`src/rtl/core/bcoef_pkg.sv`:
```
// ----------------------------------------------------------------------------
// bcoef_pkg
// Shared widths, controller states and command/status bundles for the
// binomial coefficient block.
// ----------------------------------------------------------------------------
package bcoef_pkg;

  localparam int N_W    = 6;   // n field
  localparam int K_W    = 7;   // k field, two's complement
  localparam int COEF_W = 59;  // result field
  localparam int ACC_W  = 64;  // running product before the exact divide
  localparam int DCNT_W = 6;   // bit counter of the serial divider

  typedef logic [N_W-1:0]    n_t;
  typedef logic [K_W-1:0]    k_t;
  typedef logic [COEF_W-1:0] coef_t;

  typedef enum logic [2:0] {
    ST_IDLE,
    ST_SETUP,
    ST_CHECK,
    ST_MUL,
    ST_DIV,
    ST_FINISH
  } state_t;

  typedef struct packed {
    logic load;      // capture the request operands
    logic setup;     // range check, fold k, seed the product
    logic mul;       // product times next factor
    logic div_step;  // one restoring-divide bit
    logic out_load;  // move the product into the result register
  } cmd_t;

  typedef struct packed {
    logic steps_done;
    logic div_last;
  } status_t;

endpackage

```
`src/rtl/core/bcoef_in_if.sv`:
```
// ----------------------------------------------------------------------------
// bcoef_in_if
// Request channel: a pair (n, k) with valid/ready handshake.
// ----------------------------------------------------------------------------
interface bcoef_in_if;
  logic          valid;
  logic          ready;
  bcoef_pkg::n_t n;
  bcoef_pkg::k_t k;

  modport source (output valid, output n, output k, input ready);
  modport sink   (input valid, input n, input k, output ready);
endinterface

```
`src/rtl/core/bcoef_out_if.sv`:
```
// ----------------------------------------------------------------------------
// bcoef_out_if
// Result channel: the coefficient with valid/ready handshake.
// ----------------------------------------------------------------------------
interface bcoef_out_if;
  logic             valid;
  logic             ready;
  bcoef_pkg::coef_t coefficient;

  modport source (output valid, output coefficient, input ready);
  modport sink   (input valid, input coefficient, output ready);
endinterface

```
`src/rtl/core/bcoef_ctrl.sv`:
```
// ----------------------------------------------------------------------------
// bcoef_ctrl
// Sequencer: walks setup, then multiply/divide steps, then hands the
// result to the output register.
// ----------------------------------------------------------------------------
module bcoef_ctrl (
  input  logic               clk,
  input  logic               rst,
  input  logic               in_valid,
  output logic               in_ready,
  output logic               out_valid,
  input  logic               out_ready,
  output bcoef_pkg::cmd_t    cmd,
  input  bcoef_pkg::status_t status
);
  import bcoef_pkg::*;

  state_t state, state_next;
  logic   out_valid_next;

  always_ff @(posedge clk) begin
    if (rst) begin
      state     <= ST_IDLE;
      out_valid <= 1'b0;
    end else begin
      state     <= state_next;
      out_valid <= out_valid_next;
    end
  end

  always_comb begin
    state_next = state;
    cmd        = '0;
    in_ready   = 1'b0;
    unique case (state)
      ST_IDLE: begin
        in_ready = 1'b1;
        if (in_valid) begin
          cmd.load   = 1'b1;
          state_next = ST_SETUP;
        end
      end
      ST_SETUP: begin
        cmd.setup  = 1'b1;
        state_next = ST_CHECK;
      end
      ST_CHECK: begin
        state_next = status.steps_done ? ST_FINISH : ST_MUL;
      end
      ST_MUL: begin
        cmd.mul    = 1'b1;
        state_next = ST_DIV;
      end
      ST_DIV: begin
        cmd.div_step = 1'b1;
        if (status.div_last) state_next = ST_CHECK;
      end
      ST_FINISH: begin
        // wait for the result register to free up
        if (!out_valid || out_ready) begin
          cmd.out_load = 1'b1;
          state_next   = ST_IDLE;
        end
      end
      default: state_next = ST_IDLE;
    endcase
    out_valid_next = cmd.out_load | (out_valid & ~out_ready);
  end

endmodule

```
`src/rtl/core/bcoef_dp.sv`:
```
// ----------------------------------------------------------------------------
// bcoef_dp
// Datapath: operand registers, step counter, narrow multiplier and a
// one-bit-per-cycle restoring divider sharing the product register.
// ----------------------------------------------------------------------------
module bcoef_dp #(
  parameter int MAX_N  = 62,
  parameter int STEP_W = 6
) (
  input  logic                clk,
  input  bcoef_pkg::cmd_t     cmd,
  output bcoef_pkg::status_t  status,
  input  bcoef_pkg::n_t       n,
  input  bcoef_pkg::k_t       k,
  output bcoef_pkg::coef_t    coefficient
);
  import bcoef_pkg::*;

  n_t                n_reg;
  k_t                k_reg;
  logic [STEP_W-1:0] kmin;
  logic [STEP_W-1:0] step;
  logic [STEP_W-1:0] rem;
  logic [DCNT_W-1:0] dcnt;
  logic [ACC_W-1:0]  acc;

  logic              valid_pair;
  n_t                k_low, n_minus_k, k_fold, factor;
  logic [ACC_W:0]    product;
  logic [STEP_W:0]   rem_sh, rem_sub;
  logic              rem_ge;

  always_comb begin
    k_low      = k_reg[N_W-1:0];
    n_minus_k  = n_reg - k_low;
    valid_pair = !k_reg[K_W-1] && (k_low <= n_reg) && (n_reg <= N_W'(MAX_N));
    k_fold     = (n_minus_k < k_low) ? n_minus_k : k_low;
    factor     = n_reg - N_W'(kmin) + N_W'(step);
    product    = {{(N_W){1'b0}}, acc[COEF_W-1:0]} * {{(COEF_W){1'b0}}, factor};
    rem_sh     = {rem, acc[ACC_W-1]};
    rem_sub    = rem_sh - {1'b0, step};
    rem_ge     = rem_sh >= {1'b0, step};
  end

  always_ff @(posedge clk) begin
    if (cmd.load) begin
      n_reg <= n;
      k_reg <= k;
    end
    if (cmd.setup) begin
      // invalid pairs run zero steps on a zero product
      kmin <= valid_pair ? STEP_W'(k_fold) : '0;
      acc  <= valid_pair ? ACC_W'(1) : '0;
      step <= STEP_W'(1);
    end
    if (cmd.mul) begin
      acc  <= product[ACC_W-1:0];
      rem  <= '0;
      dcnt <= '0;
    end
    if (cmd.div_step) begin
      acc  <= {acc[ACC_W-2:0], rem_ge};
      rem  <= rem_ge ? rem_sub[STEP_W-1:0] : rem_sh[STEP_W-1:0];
      dcnt <= dcnt + DCNT_W'(1);
      if (dcnt == DCNT_W'(ACC_W - 1)) step <= step + STEP_W'(1);
    end
    if (cmd.out_load) coefficient <= acc[COEF_W-1:0];
  end

  assign status.steps_done = step > kmin;
  assign status.div_last   = dcnt == DCNT_W'(ACC_W - 1);

endmodule

```
`src/rtl/core/binomial_coefficient.sv`:
```
// ----------------------------------------------------------------------------
// binomial_coefficient
// Exact C(n, k) by the multiplicative rule: k' = min(k, n-k) steps, each a
// multiply by (n-k'+i) followed by an exact serial divide by i.
// ----------------------------------------------------------------------------
//  channel    dir  payload                 handshake
//  operands   in   n[5:0], k[6:0] signed   valid/ready
//  result     out  coefficient[58:0]       valid/ready
//
// One request at a time; k' = min(k, n-k) steps per request. Each step is
// a multiply, the serial one-bit restoring divide and a check.
// Invalid pairs and k' = 0 skip the steps. Reset is synchronous and
// clears only control state. A result held in the output register does not
// block the next request; a finished request waits only if that register is
// still full.
// ----------------------------------------------------------------------------
module binomial_coefficient #(
  parameter int MAX_N = 62
) (
  input logic         clk,
  input logic         rst,
  bcoef_in_if.sink    operands,
  bcoef_out_if.source result
);
  import bcoef_pkg::*;

  localparam int STEP_W = $clog2(MAX_N / 2 + 2);

  cmd_t    cmd;
  status_t status;

  bcoef_ctrl u_ctrl (
    .clk       (clk),
    .rst       (rst),
    .in_valid  (operands.valid),
    .in_ready  (operands.ready),
    .out_valid (result.valid),
    .out_ready (result.ready),
    .cmd       (cmd),
    .status    (status)
  );

  bcoef_dp #(
    .MAX_N  (MAX_N),
    .STEP_W (STEP_W)
  ) u_dp (
    .clk         (clk),
    .cmd         (cmd),
    .status      (status),
    .n           (operands.n),
    .k           (operands.k),
    .coefficient (result.coefficient)
  );

endmodule

```
`src/flat_wrapper.sv`:
```
// flat-port wrapper written by rule: the top's interface ports become plain ports
module binomial_coefficient_flat import bcoef_pkg::*;
#(
  parameter int MAX_N = 62
)
  (clk, rst, operands_valid, operands_n, operands_k, operands_ready, result_valid, result_coefficient, result_ready);
  bcoef_in_if operands_i ();
  bcoef_out_if result_i ();
  input logic clk;
  input logic rst;
  input wire logic [$bits(operands_i.valid)-1:0] operands_valid;
  input wire logic [$bits(operands_i.n)-1:0] operands_n;
  input wire logic [$bits(operands_i.k)-1:0] operands_k;
  output wire logic [$bits(operands_i.ready)-1:0] operands_ready;
  output wire logic [$bits(result_i.valid)-1:0] result_valid;
  output wire logic [$bits(result_i.coefficient)-1:0] result_coefficient;
  input wire logic [$bits(result_i.ready)-1:0] result_ready;
  assign operands_i.valid = operands_valid;
  assign operands_i.n = operands_n;
  assign operands_i.k = operands_k;
  assign operands_ready = operands_i.ready;
  assign result_valid = result_i.valid;
  assign result_coefficient = result_i.coefficient;
  assign result_i.ready = result_ready;
  binomial_coefficient #(.MAX_N(MAX_N)) u_core (.clk(clk), .rst(rst), .operands(operands_i), .result(result_i));
endmodule
```
`config.mk`:
```
export PLATFORM = sky130hd
export DESIGN_NAME = binomial_coefficient_flat
export DESIGN_NICKNAME = d
export VERILOG_FILES = /design/src/rtl/core/bcoef_pkg.sv /design/src/rtl/core/bcoef_in_if.sv /design/src/rtl/core/bcoef_out_if.sv /design/src/rtl/core/bcoef_ctrl.sv /design/src/rtl/core/bcoef_dp.sv /design/src/rtl/core/binomial_coefficient.sv /design/src/flat_wrapper.sv
export SDC_FILE = /design/constraint.sdc
export NUM_CORES = 1
export LEC_CHECK = 0
export BUFFER_PORTS_ARGS = -buffer_cell sky130_fd_sc_hd__buf_2
export CORE_MARGIN = 1
export CORE_UTILIZATION = 50
export DETAILED_ROUTE_END_ITERATION = 10
export MAX_ROUTING_LAYER = met4
export PLACE_DENSITY_LB_ADDON = 0.25
export SYNTH_ARGS = -nofsm -noshare
export SYNTH_HDL_FRONTEND = slang
export SYNTH_HIERARCHICAL = 1
export SYNTH_SLANG_ARGS = --single-unit
```
`constraint.sdc`:
```
create_clock -name clk -period 6.4 [get_ports clk]
set_clock_uncertainty 0.1 [all_clocks]
set_input_delay 0.96 -clock clk [delete_from_list [all_inputs] [get_ports clk]]
set_output_delay 0.96 -clock clk [all_outputs]
set_load 0.03 [all_outputs]
```
==> reports/metrics.yaml <==
cts:
  htreeDepth: 4
  clkSinkCount: 164
  cts_hold_buf: 0
  cts_buffers: 17
  clk_pin_slew_ns: 0.08
  cts-root-buf: "clkbuf_16"
  cts_tree: "built"
  clk_latency_ns: 0.46
  cts_buffer_depth: 2
synthesis:
  synth.top_cell.area_share: 0.261
  ys.flop_type: "edfxtp_1"
  synth_top_family_by_area: "adder cells"
  ys_async_sr_fraction: 0
  synth_mux_area_frac: 0.000555
  synth_common_cells: "inv_1 (288), nand2_1 (244), fa_1 (235)"
  syn_nets: 2200
  synth_simple_gate_area_share: 0.166
  synth-compound-area-share: 0.120
  yosysMostFrequentCell: "inv_1"
  synth_cells: 1844
  yosysSeqAreaShare: 0.267
  synth_area_mm2: 0.0180
  synth.distinct_cells: 78
  synth_xor_area_frac: 0.0354
  synth_edf_count: 154
  synthAdderAreaFrac: 0.333
  synth_area_leaders: "fa_1 (26%), edfxtp_1 (26%), ha_1 (7.2%)"
  yosysWarningCount: 6
  syn_area_per_cell_um2: 9.78
  synth_top_cell_by_area: "fa_1"
  ys_ff_latch: 164
drt:
  drt_wl_total_um: 45600
  drtPass1Iterations: 5
  antenna_left: 0
  avgViaCountPerCell: 5.47
  drc: 0
  vias: 13934
  wire_per_inst_um: 17.9
  drt_iter0_markers: 837
place:
  gp_congestion: 0.901
  port-buffer-count: 77
  place_ws_ns: -0.561
  dpl.hpwl_um: 34400
timing:
  fin_crit_sh: 1.06
  maxSlewViolCount: 0
  setup_ws_ns: -0.409
  worstMarginPinSlew_ns: 0.930
  relSlewSlack: 0.380
  final-setup-viol-count: 27
  hold_violations: 0
  period_minus_slack_ns: 6.81
  rsz0062_at_grt: "true"
  fmax_mhz: 147
worst_setup_path:
  cp_max_fo: 19
  arrival_ns: 6.93
  critPathSlowestCell: "fa_1"
  timing.critical_path.from_type: "register"
  crit_top_cell: "fa_1"
  critPathRequiredTime_ns: 6.52
  cpPeakStageDelay_ns: 0.53
  cp_top_family: "adder cells"
  worst-path-buf-inv: 5
  cp-end-kind: "register"
  critical_path_class: "register to register"
final_layout:
  largest_reg_flops: 64
  fillers: 2974
  num_antenna_cells: 0
  drive_gt1_frac: 0.210
  syn_to_final_growth_pct: 19.8
  final_nets: 2430
global_route:
  grt_pass1_vias: 14514
  grt.overflow.total: 0
  antenna_found_initial: 0
  track_usage: 0.270
  grt_first_pass_wirelength_um: 74700
  grt_max_degree: 73
floorplanning:
  die_h_um: 192
  start_util: 0.507
  die_area_mm2: 0.0368
  row_count: 69
  io-pin-count: 78
  die_width_um: 192
  core_area_mm2: 0.0356
run_status:
  status: "finished, violations left"
  violations: "negative setup slack"
min_path:
  hp-class: "register to register"
flow_run:
  drv.max_cap_violation_count: 0
worst register-to-register path, delay by kind of cell (launching register included):
family                     cells  cell delay, ns
DFF                            1            0.42
buffers and inverters          5            0.47
xor gates and xnor gates       2            0.25
AOI/OAI and AO/OA              8            1.66
and+or+nand+nor                6            0.98
adders and majority gates      6            2.68
area by class of cell:
class                           count  area, um2  share of cell area
Multi-Input combinational cell   1317      12400               0.575
Sequential cell                   164       4820               0.223
Clock buffer                       17        425              0.0197
Timing Repair Buffer              286       2130              0.0986
Inverter                          288       1080              0.0500
Clock inverter                     15        155             0.00718
Tap cell                          461        577              0.0267
final timing paths:
check / start / end / slack [ns] / cells past startpoint
max: u_core/u_dp/kmin[1]$_SDFFCE_PN0P_ / u_core/u_dp/acc[51]$_DFFE_PP_ / -0.41 / 27
min reg2reg: u_core/u_ctrl/out_valid$_SDFF_PP0_ / u_core/u_ctrl/out_valid$_SDFF_PP0_ / 0.39 / 2
min: u_core/u_ctrl/out_valid$_SDFF_PP0_ / u_core/u_ctrl/out_valid$_SDFF_PP0_ / 0.39 / 2
max reg2reg: u_core/u_dp/kmin[1]$_SDFFCE_PN0P_ / u_core/u_dp/acc[51]$_DFFE_PP_ / -0.41 / 27
layer usage:
metal  part of all wire  global-route usage
met5                  0                   -
met4              0.019              0.0717
met3              0.045              0.0351
met2               0.49               0.440
met1               0.45               0.355
cell families (layout without fill, tap and decap cells):
logic type,after synthesis,in the layout
and+or+nand+nor,592,592
AOI/OAI and AO/OA,312,312
muxes,1,1
DFF,164,164
adders and majority gates,339,339
xor gates and xnor gates,73,73
buffers and inverters,363,606
layout by cell type (no fill, tap or decap), types with 12 or more instances in the layout:
cell	count
a21oi_1	67
a22o_1	51
and2_1	179
inv_1	283
buf_2	77
a21oi_2	19
a21o_1	32
xnor2_1	47
clkbuf_16	17
nand4_1	16
nand2_1	242
ha_1	86
buf_4	190
nor2b_1	16
xor2_1	20
buf_12	12
ha_4	16
nand2b_1	15
fa_1	233
nand3_1	13
nor2_1	48
o21ai_0	40
edfxtp_1	154
o21ai_1	12
timing repair:
item | in CTS | in global routing
pin swaps | 12 | 5
gates resized for setup | 46 | 32
setup buffers | 4 | 2
gates cloned | 0 | 0
endpoints found under the setup margin | 37 | 40
per-stage QoR:
stage | TNS (ns) | instances | hold WS (ns) | instance area (um2) | utilization
floorplan | -0.520 | 1844 | 0.377 | 18300 | -
global placement | -4.87 | 2510 | 0.369 | 20700 | 0.581
detailed placement | -8.90 | 2510 | 0.380 | 20700 | 0.581
CTS | -5.52 | 2546 | 0.392 | 21500 | 0.604
global route | -14.32 | 2548 | 0.416 | 21600 | 0.608
finish | -5.65 | 2548 | 0.386 | 21600 | 0.608
Power is left out: the tool's default activity adds up to more than one toggle a clock period on the data nets, which glitch-free logic cannot reach.
